`src/rtl/hssc_pkg.sv`:
```
// Package for the Hall six-step commutator: commands, state codes, widths,
// commutation tables and the control/status structs between controller and datapath.
// No dependencies.
package hssc_pkg;

    localparam int HALL_W   = 3;
    localparam int TIME_W   = 32;
    localparam int DUTY_W   = 9;
    localparam int RPM_W    = 13;
    localparam int PCT_W    = 8;
    localparam int PCTC_W   = 7;
    localparam int SPAN_W   = 17;
    localparam int PROD_W   = 23;
    localparam int RECIP_W  = 24;
    localparam int RECIP_SH = 30;
    localparam int MUL_W    = RECIP_SH + DUTY_W;
    localparam int IN_W     = 40;
    localparam int OUT_W    = 48;

    localparam logic [RPM_W-1:0]   RPM_SAT = 13'd5000;
    localparam logic [PCT_W-1:0]   PCT_MAX = 8'd100;
    // ceil(2^30 / 100); exact floor division by 100 for any product below 2^23.
    localparam logic [RECIP_W-1:0] RECIP   = 24'd10737419;

    typedef enum logic [1:0]
    {
        CMD_HALL  = 2'd0,
        CMD_START = 2'd1,
        CMD_STOP  = 2'd2,
        CMD_NONE  = 2'd3
    } cmd_t;

    typedef enum logic
    {
        REG_SPEED = 1'b0,
        REG_DIR   = 1'b1
    } cfg_idx_t;

    typedef enum logic [1:0]
    {
        ST_IDLE,
        ST_PREP,
        ST_SPEED_WAIT,
        ST_COMMIT
    } st_t;

    typedef struct packed
    {
        logic capture;
        logic div_start;
        logic latch_duty;
        logic latch_rpm;
        logic commit;
    } ctrl_cmd_t;

    typedef struct packed
    {
        logic need_duty;
        logic need_speed;
        logic div_done;
        logic out_free;
    } dp_status_t;

    // Phases driven by a Hall code; the same phases get their pins rewritten.
    function automatic logic [2:0] phase_mask(input logic [HALL_W-1:0] code);
        logic [2:0] m;
        case (code)
            3'd1:    m = 3'b101;
            3'd2:    m = 3'b011;
            3'd3:    m = 3'b110;
            3'd4:    m = 3'b110;
            3'd5:    m = 3'b011;
            3'd6:    m = 3'b101;
            default: m = 3'b000;
        endcase
        return m;
    endfunction

    // Pin levels for clockwise rotation.
    function automatic logic [2:0] cw_level(input logic [HALL_W-1:0] code);
        logic [2:0] l;
        case (code)
            3'd1:    l = 3'b001;
            3'd2:    l = 3'b010;
            3'd3:    l = 3'b010;
            3'd4:    l = 3'b100;
            3'd5:    l = 3'b001;
            3'd6:    l = 3'b100;
            default: l = 3'b000;
        endcase
        return l;
    endfunction

endpackage

```
`src/rtl/hssc_div.sv`:
```
// Iterative restoring divider, one quotient bit per cycle.
// Uses no package; widths come from its parameters.
module hssc_div #(
    parameter int DVD_W = 23,
    parameter int DVS_W = 32
) (
    input  logic             clk,
    input  logic             rst_n,
    input  logic             start,
    input  logic [DVD_W-1:0] dividend,
    input  logic [DVS_W-1:0] divisor,
    output logic             done,
    output logic [DVD_W-1:0] quotient
);

    localparam int CNT_W = (DVD_W > 1) ? $clog2(DVD_W) : 1;
    localparam logic [CNT_W-1:0] LAST = CNT_W'(DVD_W - 1);

    logic             busy_reg, busy_next;
    logic             done_reg, done_next;
    logic [CNT_W-1:0] cnt_reg, cnt_next;
    logic [DVS_W-1:0] rem_reg, rem_next;
    logic [DVD_W-1:0] quo_reg, quo_next;
    logic [DVS_W-1:0] dvs_reg, dvs_next;
    logic [DVS_W:0]   rem_sh;
    logic [DVS_W:0]   diff;
    logic             ge;

    always_comb
    begin
        rem_sh    = {rem_reg, quo_reg[DVD_W-1]};
        diff      = rem_sh - {1'b0, dvs_reg};
        ge        = ~diff[DVS_W];
        busy_next = busy_reg;
        done_next = 1'b0;
        cnt_next  = cnt_reg;
        rem_next  = rem_reg;
        quo_next  = quo_reg;
        dvs_next  = dvs_reg;
        if (start)
        begin
            busy_next = 1'b1;
            cnt_next  = '0;
            rem_next  = '0;
            quo_next  = dividend;
            dvs_next  = divisor;
        end
        else if (busy_reg)
        begin
            rem_next = ge ? diff[DVS_W-1:0] : rem_sh[DVS_W-1:0];
            quo_next = {quo_reg[DVD_W-2:0], ge};
            cnt_next = cnt_reg + 1'b1;
            if (cnt_reg == LAST)
            begin
                busy_next = 1'b0;
                done_next = 1'b1;
            end
        end
    end

    always_ff @(posedge clk or negedge rst_n)
    begin
        if (!rst_n)
        begin
            busy_reg <= 1'b0;
            done_reg <= 1'b0;
            cnt_reg  <= '0;
        end
        else
        begin
            busy_reg <= busy_next;
            done_reg <= done_next;
            cnt_reg  <= cnt_next;
        end
    end

    always_ff @(posedge clk)
    begin
        rem_reg <= rem_next;
        quo_reg <= quo_next;
        dvs_reg <= dvs_next;
    end

    assign done     = done_reg;
    assign quotient = quo_reg;

endmodule

```
`src/rtl/hssc_ctrl.sv`:
```
// Controller state machine of the Hall commutator: sequences capture, the
// duty latch, the speed division and the commit. Depends on hssc_pkg.
module hssc_ctrl (
    input  logic                clk,
    input  logic                rst_n,
    input  logic                s_tvalid,
    output logic                s_tready,
    input  hssc_pkg::dp_status_t status,
    output hssc_pkg::ctrl_cmd_t  cmd
);
    import hssc_pkg::*;

    st_t state_reg, state_next;

    always_ff @(posedge clk or negedge rst_n)
    begin
        if (!rst_n)
            state_reg <= ST_IDLE;
        else
            state_reg <= state_next;
    end

    always_comb
    begin
        state_next = state_reg;
        cmd        = '0;
        s_tready   = 1'b0;
        case (state_reg)
            ST_IDLE:
            begin
                s_tready = 1'b1;
                if (s_tvalid)
                begin
                    cmd.capture = 1'b1;
                    state_next  = ST_PREP;
                end
            end
            ST_PREP:
            begin
                cmd.latch_duty = status.need_duty;
                if (status.need_speed)
                begin
                    cmd.div_start = 1'b1;
                    state_next    = ST_SPEED_WAIT;
                end
                else
                    state_next = ST_COMMIT;
            end
            ST_SPEED_WAIT:
            begin
                if (status.div_done)
                begin
                    cmd.latch_rpm = 1'b1;
                    state_next    = ST_COMMIT;
                end
            end
            ST_COMMIT:
            begin
                if (status.out_free)
                begin
                    cmd.commit = 1'b1;
                    state_next = ST_IDLE;
                end
            end
            default:
                state_next = ST_IDLE;
        endcase
    end

endmodule

```
`src/rtl/hssc_dp.sv`:
```
// Datapath of the Hall commutator: configuration, motor state, duty and speed
// arithmetic around the speed divider, and the output register.
// Depends on hssc_pkg and hssc_div.
module hssc_dp #(
    parameter int DUTY_MIN = 215,
    parameter int DUTY_MAX = 361
) (
    input  logic                          clk,
    input  logic                          rst_n,
    input  logic                          cfg_we,
    input  logic                          cfg_index,
    input  logic [hssc_pkg::PCT_W-1:0]    cfg_data,
    input  logic [hssc_pkg::IN_W-1:0]     s_tdata,
    input  logic [1:0]                    s_tuser,
    output logic                          m_tvalid,
    input  logic                          m_tready,
    output logic [hssc_pkg::OUT_W-1:0]    m_tdata,
    input  hssc_pkg::ctrl_cmd_t           cmd,
    output hssc_pkg::dp_status_t          status
);
    import hssc_pkg::*;

    localparam int                SPAN_I   = DUTY_MAX - DUTY_MIN;
    localparam bit                SPAN_NEG = (SPAN_I < 0);
    localparam logic [SPAN_W-1:0] SPAN_MAG = SPAN_W'(SPAN_NEG ? -SPAN_I : SPAN_I);
    localparam logic [DUTY_W-1:0] DUTY_LOW = DUTY_W'(DUTY_MIN);

    logic [PCT_W-1:0]          speed_pct_reg;
    logic                      dir_reg;

    cmd_t                      cmd_reg;
    logic [HALL_W-1:0]         code_reg;
    logic [TIME_W-1:0]         time_reg;
    logic [PROD_W-1:0]         prod_reg;
    logic [DUTY_W-1:0]         duty_q_reg;
    logic [RPM_W-1:0]          rpm_q_reg;

    logic [2:0][DUTY_W-1:0]    duty_reg, duty_next;
    logic [2:0]                pin_reg, pin_next;
    logic                      run_reg, run_next;
    logic [TIME_W-1:0]         last_reg, last_next;
    logic [RPM_W-1:0]          rpm_reg, rpm_next;

    logic                      out_valid_reg;
    logic [OUT_W-1:0]          out_data_reg;

    logic [PCTC_W-1:0]         pct_c;
    logic [MUL_W-1:0]          scaled;
    logic [RPM_W-1:0]          div_q;
    logic                      div_done;
    logic [DUTY_W-1:0]         q9;

    logic                      run_after;
    logic [2:0]                mask;
    logic [2:0]                level;
    logic [TIME_W-1:0]         dt;

    // Configuration registers.
    always_ff @(posedge clk or negedge rst_n)
    begin
        if (!rst_n)
        begin
            speed_pct_reg <= '0;
            dir_reg       <= 1'b0;
        end
        else if (cfg_we)
        begin
            case (cfg_index)
                REG_SPEED: speed_pct_reg <= cfg_data;
                REG_DIR:   dir_reg       <= cfg_data[0];
                default:   dir_reg       <= dir_reg;
            endcase
        end
    end

    assign pct_c = (speed_pct_reg > PCT_MAX) ? PCT_MAX[PCTC_W-1:0] : speed_pct_reg[PCTC_W-1:0];

    // Item capture and the magnitude of the duty product; its sign is fixed by the span.
    always_ff @(posedge clk)
    begin
        if (cmd.capture)
        begin
            cmd_reg  <= cmd_t'(s_tuser);
            code_reg <= s_tdata[HALL_W-1:0];
            time_reg <= s_tdata[HALL_W +: TIME_W];
            prod_reg <= PROD_W'(pct_c) * PROD_W'(SPAN_MAG);
        end
        if (cmd.latch_duty)
            duty_q_reg <= DUTY_LOW + (SPAN_NEG ? (~q9 + 1'b1) : q9);
        if (cmd.latch_rpm)
            rpm_q_reg <= div_q;
    end

    // Division by 100 as a reciprocal multiplication; only the low quotient bits are kept.
    assign scaled = MUL_W'(prod_reg) * MUL_W'(RECIP);
    assign q9     = DUTY_W'(scaled >> RECIP_SH);

    assign run_after = (cmd_reg == CMD_START) || ((cmd_reg == CMD_HALL) && run_reg);
    assign mask      = phase_mask(code_reg);
    assign level     = cw_level(code_reg) ^ (dir_reg ? mask : 3'b000);
    assign dt        = time_reg - last_reg;

    hssc_div #(
        .DVD_W (RPM_W),
        .DVS_W (TIME_W)
    ) u_div (
        .clk      (clk),
        .rst_n    (rst_n),
        .start    (cmd.div_start),
        .dividend (RPM_SAT),
        .divisor  (dt),
        .done     (div_done),
        .quotient (div_q)
    );

    always_comb
    begin
        duty_next = duty_reg;
        pin_next  = pin_reg;
        run_next  = run_reg;
        last_next = last_reg;
        rpm_next  = rpm_reg;
        if (cmd_reg == CMD_START)
            run_next = 1'b1;
        if (cmd_reg == CMD_STOP)
        begin
            duty_next = '0;
            run_next  = 1'b0;
            rpm_next  = '0;
        end
        if (run_after)
        begin
            if (mask != 3'b000)
            begin
                for (int i = 0; i < 3; i++)
                begin
                    duty_next[i] = mask[i] ? duty_q_reg : '0;
                    pin_next[i]  = mask[i] ? level[i] : pin_reg[i];
                end
            end
            // A zero timestamp marks that no earlier event has been seen.
            if (last_reg != '0)
                rpm_next = (dt == '0) ? RPM_SAT : rpm_q_reg;
            last_next = time_reg;
        end
    end

    always_ff @(posedge clk or negedge rst_n)
    begin
        if (!rst_n)
        begin
            duty_reg      <= '0;
            pin_reg       <= '0;
            run_reg       <= 1'b0;
            last_reg      <= '0;
            rpm_reg       <= '0;
            out_valid_reg <= 1'b0;
        end
        else
        begin
            if (cmd.commit)
            begin
                duty_reg      <= duty_next;
                pin_reg       <= pin_next;
                run_reg       <= run_next;
                last_reg      <= last_next;
                rpm_reg       <= rpm_next;
                out_valid_reg <= 1'b1;
            end
            else if (m_tready)
                out_valid_reg <= 1'b0;
        end
    end

    always_ff @(posedge clk)
    begin
        if (cmd.commit)
            out_data_reg <= {4'b0000, rpm_next, run_next, pin_next,
                             duty_next[2], duty_next[1], duty_next[0]};
    end

    assign m_tvalid = out_valid_reg;
    assign m_tdata  = out_data_reg;

    assign status.need_duty  = run_after && (mask != 3'b000);
    assign status.need_speed = run_after && (last_reg != '0) && (dt != '0);
    assign status.div_done   = div_done;
    assign status.out_free   = !out_valid_reg || m_tready;

    a_stop_clears: assert property (@(posedge clk) disable iff (!rst_n)
        (cmd.commit && cmd_reg == CMD_STOP) |=> (rpm_reg == '0 && !run_reg && duty_reg == '0))
        else $error("stop did not clear speed, duties and run flag");

    a_idle_hall_keeps: assert property (@(posedge clk) disable iff (!rst_n)
        (cmd.commit && cmd_reg == CMD_HALL && !run_reg)
            |=> ($stable(duty_reg) && $stable(pin_reg) && $stable(last_reg)))
        else $error("Hall event while stopped changed motor state");

    a_commit_shown: assert property (@(posedge clk) disable iff (!rst_n)
        cmd.commit |=> (m_tvalid && m_tdata[3*DUTY_W+3] == run_reg
                        && m_tdata[3*DUTY_W+4 +: RPM_W] == rpm_reg))
        else $error("result item does not match committed state");

endmodule

```
`src/rtl/hall_six_step_commutator_core.sv`:
```
// Top level of the Hall six-step commutator: stream ports, configuration port,
// controller and datapath. Depends on hssc_pkg, hssc_ctrl and hssc_dp.
//
// One result item leaves for every input item. Each item passes capture, preparation
// and commit when the speed is not measured (stop, an ignored command, a Hall
// event while stopped, the first event after the zero sentinel, or a zero interval)
// and adds a speed wait before commit when it is, because the speed goes through a
// restoring divider that retires one quotient bit per cycle over 13 steps. The duty
// is formed by a reciprocal multiplication and latched in the preparation state. A
// result that still waits in the output register holds the next commit. A new item
// is taken while the previous result still waits in the output register.
// Configuration writes are taken at any time but belong in idle periods.
module hall_six_step_commutator_core #(
    parameter int DUTY_MIN = 215,
    parameter int DUTY_MAX = 361
) (
    input  logic                       clk,
    input  logic                       rst_n,
    input  logic                       cfg_we,
    input  logic                       cfg_index,  // 0 speed_percent, 1 direction
    input  logic [hssc_pkg::PCT_W-1:0] cfg_data,
    input  logic                       s_tvalid,
    output logic                       s_tready,
    input  logic [hssc_pkg::IN_W-1:0]  s_tdata,    // hall_code[2:0], time_ms[34:3]
    input  logic [1:0]                 s_tuser,    // command[1:0]
    output logic                       m_tvalid,
    input  logic                       m_tready,
    // duty_a[8:0], duty_b[17:9], duty_c[26:18], pin_a[27], pin_b[28], pin_c[29],
    // running[30], speed_rpm[43:31]
    output logic [hssc_pkg::OUT_W-1:0] m_tdata
);
    import hssc_pkg::*;

    ctrl_cmd_t  cmd;
    dp_status_t status;

    hssc_ctrl u_ctrl (
        .clk      (clk),
        .rst_n    (rst_n),
        .s_tvalid (s_tvalid),
        .s_tready (s_tready),
        .status   (status),
        .cmd      (cmd)
    );

    hssc_dp #(
        .DUTY_MIN (DUTY_MIN),
        .DUTY_MAX (DUTY_MAX)
    ) u_dp (
        .clk       (clk),
        .rst_n     (rst_n),
        .cfg_we    (cfg_we),
        .cfg_index (cfg_index),
        .cfg_data  (cfg_data),
        .s_tdata   (s_tdata),
        .s_tuser   (s_tuser),
        .m_tvalid  (m_tvalid),
        .m_tready  (m_tready),
        .m_tdata   (m_tdata),
        .cmd       (cmd),
        .status    (status)
    );

endmodule

```
`config.mk`:
```
export PLATFORM = sky130hd
export DESIGN_NAME = hall_six_step_commutator_core
export DESIGN_NICKNAME = d
export VERILOG_FILES = /design/src/rtl/hssc_pkg.sv /design/src/rtl/hssc_div.sv /design/src/rtl/hssc_ctrl.sv /design/src/rtl/hssc_dp.sv /design/src/rtl/hall_six_step_commutator_core.sv
export SDC_FILE = /design/constraint.sdc
export NUM_CORES = 1
export LEC_CHECK = 0
export BUFFER_PORTS_ARGS = -buffer_cell sky130_fd_sc_hd__buf_2
export CAP_MARGIN = 20
export CELL_PAD_IN_SITES_DETAIL_PLACEMENT = 1
export CELL_PAD_IN_SITES_GLOBAL_PLACEMENT = 2
export CORE_UTILIZATION = 38
export DETAILED_ROUTE_END_ITERATION = 10
export PLACE_DENSITY_LB_ADDON = 0.1
export SLEW_MARGIN = 15
export SYNTH_ARGS = -nofsm -noshare
export SYNTH_HDL_FRONTEND = slang
export SYNTH_HIERARCHICAL = 1
export SYNTH_SLANG_ARGS = --single-unit
```
`constraint.sdc`:
```
create_clock -name clk -period 6.9 [get_ports clk]
set_input_delay 0.345 -clock clk [delete_from_list [all_inputs] [get_ports clk]]
set_output_delay 0.345 -clock clk [all_outputs]
set_load 0.01 [all_outputs]
```
==> summary.txt <==
Synth
  – Cells taking the most area after synthesis: edfxtp_1 (23%), ha_1 (14%), dfrtp_1 (11%)
  – Area leader, netlist: edfxtp_1
  – Post-Synthesis Cells: between 1500 and 2000
  – Avg Inst Size Synth: 10.6 sq um
  – Synth warnings: 6
  – Predominant post-synthesis flop cell: edfxtp_1
  – Async SR Flop Fraction: between 30% and 40%
  – Synthesized flop and latch total: between 200 and 300
  – Post-synth EDFFs: around 160
  – Register area share after synthesis: roughly 37%
  – Post-synthesis cell type count: 89
  – Syn Std Cell Area: ~0.021 sq mm
  – Synth top area share: 23.2%

Layout
  – Antenna cells: 0
  – Layout cell share with drive strength beyond 1: between 10% and 20%
  – Most frequent cells in the layout: inv_1 (273), ha_1 (228), edfxtp_1 (162), nand2_1 (117), fa_1 (99)
  – Post-route insts no fill: ~2900
  – Final #Nets: between 2000 and 3000
  – Final core occ: a little under half
  – Layout area overhead: 16.9%
  – Commonest non-fill, non-tap cell in the layout: inv_1
  – Max reg flops: 44
  – Fill cells: just under 6000

Critical path
  – Reg2reg path depth: 22
  – Crit. End Element: register
  – FF-to-FF setup slack: around 0.25 ns
  – Reg2Reg Launch Point: u_dp/prod_reg[9]
  – CP arrival: 6.93 ns
  – R2R Path End: u_dp/duty_q_reg[8]
  – CP Class: register to register
  – Critical Path RT: 7.18 ns
  – Crit start category: register
  – Crit Path Max Fanout: 4

Global routing
  – Gr usage total: roughly a fifth
  – Largest net degree at the start of global routing: 66
  – Number of global-route vias before repair: 16600
  – First-pass GRT wire length: about 90000 microns
  – Initial antenna violation count: 1
  – Grt total ovfl: 0

Detailed routing
  – Overall routed net length: approximately 56000 microns
  – Metal1 wirelength: 24700 microns
  – Pre-antenna DRT Iters: 4
  – Initial DRC Count: 528
  – Via count: about 15000
  – Met2 wire length: around 30000 microns
  – Drt drc: 0
  – Max Used Layer: met4
  – Routed wire per std cell: a little under 20 microns
  – Met3 wire len: roughly 1200 microns
  – Routed Antenna Nets: 0
  – Post-DR vias/cell: roughly 5.3

Place
  – Pre-CTS setup slack: -0.287 ns
  – Placed insts: 2800
  – PortBufs: 96
  – Routability cong.: around 0.88
  – DP HPWL: between 40000 and 50000 microns

Hold path
  – Depth of the worst hold-timing path: 1
  – Min-delay src: s_tdata[23]
  – Min-delay worst type: primary input to register
  – Hold path endpoint: u_dp/time_reg[20]

STA
  – Min cycle time layout: 6.65 ns
  – Skew final: approximately 0.024 ns
  – Relative slew slack: roughly 34%
  – Transition time of the tightest slew-check pin: 0.990 ns
  – Slew Limit Fails: 0
  – Finish-stage setup viols: 0
  – Period Utilization, post-route: 96.4%
  – Setup ws final: 0.251 ns
  – Max Fclk: between 150 and 200 MHz
  – Final hold violations: 0

CTS
  – H-tree levels: 2
  – Clock-pin slew on the worst setup and hold paths: 0.06 ns
  – CTS tree: done
  – Clk sink count: approximately 290
  – Clk buf depth: 3
  – Root buf cell: clkbuf_16
  – Number of buffers created by CTS: 37
  – Worst-Skew Late Latency: roughly 0.55 ns

Flow run
  – Maxcap violations: 0

Floorplan
  – CORE AREA: between 0.05 and 0.06 sq mm
  – Die area: ~0.056 sq mm
  – Rows: between 80 and 90
  – Die Y: roughly 240 microns
  – Num ports: around 110
  – Starting density of the core: around 39%
  – Chip Width: between 200 and 250 microns

Status
  – Status: finished, final reports clean
[synth_stat cells (7+ instances only)]
library cell / count
inv_1: 273
ha_1: 235
edfxtp_1: 162
nand2_1: 119
fa_1: 104
nor2_1: 95
dfrtp_1: 94
a21oi_1: 91
mux2_2: 82
o21ai_0: 67
xnor2_1: 55
clkbuf_1: 44
nand3_1: 43
a21o_1: 41
a22o_1: 35
dfxtp_1: 32
xor2_1: 26
nand4_1: 25
nor3_1: 25
a31oi_1: 20
nand2b_1: 18
and3_1: 17
nor2b_1: 17
nor4_1: 17
o21a_1: 16
a311oi_1: 14
a211oi_1: 13
and2_1: 13
a22oi_1: 12
o211ai_1: 11
a211o_1: 9
a32o_1: 8
o21bai_1: 8
buf_2: 7
buf_4: 7
o31ai_1: 7
[cell families (layout without fill, tap and decap cells)]
logic type,count (synthesis),after routing,share of synthesized area (%)
simple gates,425,425,10.3
compound gates,419,419,13.9
buf+inv,341,557,6.38
fa+ha+maj,339,339,23.9
flops,288,288,37.4
mux,88,88,4.71
xor+xnor,81,81,3.38
other cells,2,17,0.0358
[layer usage]
metal / up-vias / track usage [%]
met5: - / 0
li1: 7438 / -
met2: 145 / 37.3
met1: 7667 / 25.0
met3: 77 / 2.19
met4: 0 / 6.04
[layout make-up]
type | instances | area, sq um | share of cell area, %
multi-input combinational | 1369 | 12100 | 49.3
inverter | 273 | 1020 | 4.18
clock buffer | 51 | 1050 | 4.28
clock inverter | 16 | 174 | 0.709
timing repair buffer | 217 | 1460 | 5.96
sequential | 288 | 7860 | 32.0
tap | 696 | 871 | 3.55
[metrics by stage]
stage / instance area [sq um] / TNS, ns / hold slack [ns]
final: 24500 / 0 / 0.0246
after global routing: 24500 / -0.0685 / 0.00320
after CTS: 24300 / 0 / 0.00400
after detailed placement: 22700 / -0.287 / 0.304
after global placement: 22700 / -0.107 / 0.303
after floorplan: 21100 / 0 / 0.0494
[worst max-delay path by stage]
stage | endpoint | slack (ns) | cells past startpoint | startpoint
2_1_floorplan | u_dp/duty_q_reg[8] | 0.41 | 20 | u_dp/prod_reg[13]
3_3_place_gp | u_dp/duty_q_reg[8] | -0.11 | 22 | u_dp/prod_reg[12]
3_5_place_dp | u_dp/duty_q_reg[8] | -0.29 | 22 | u_dp/prod_reg[12]
4_1_cts | u_dp/duty_q_reg[8] | 0.03 | 21 | u_dp/prod_reg[12]
5_1_grt | u_dp/duty_q_reg[8] | -0.07 | 20 | u_dp/prod_reg[7]
6_report | u_dp/duty_q_reg[8] | 0.25 | 22 | u_dp/prod_reg[9]
[critical path: stages, from the launching register on]
cell	delay [ns]
edfxtp_1	0.48
buf_4	0.19
fa_1	0.51
buf_4	0.18
ha_1	0.27
inv_1	0.05
fa_1	0.49
inv_1	0.06
fa_1	0.48
fa_1	0.49
ha_1	0.31
ha_1	0.33
or3_1	0.39
o211ai_1	0.16
o21ai_1	0.13
a221oi_2	0.37
xor2_2	0.25
ha_2	0.22
o31a_1	0.21
nor2_2	0.06
o211a_1	0.23
o31a_1	0.30
a211o_1	0.23
[what timing repair did]
| item | CTS | global route |
|---|---|---|
| gates resized for setup | 8 | 36 |
| pin swaps | 3 | 25 |
| endpoints found under the setup margin | 1 | 2 |
| buffers inserted | 2 | 12 |
| hold buffers | 29 | 0 |
| hold endpoints to repair | 57 | 0 |
Power is left out: the tool's default activity adds up to more than one toggle a clock period on the data nets, which glitch-free logic cannot reach.
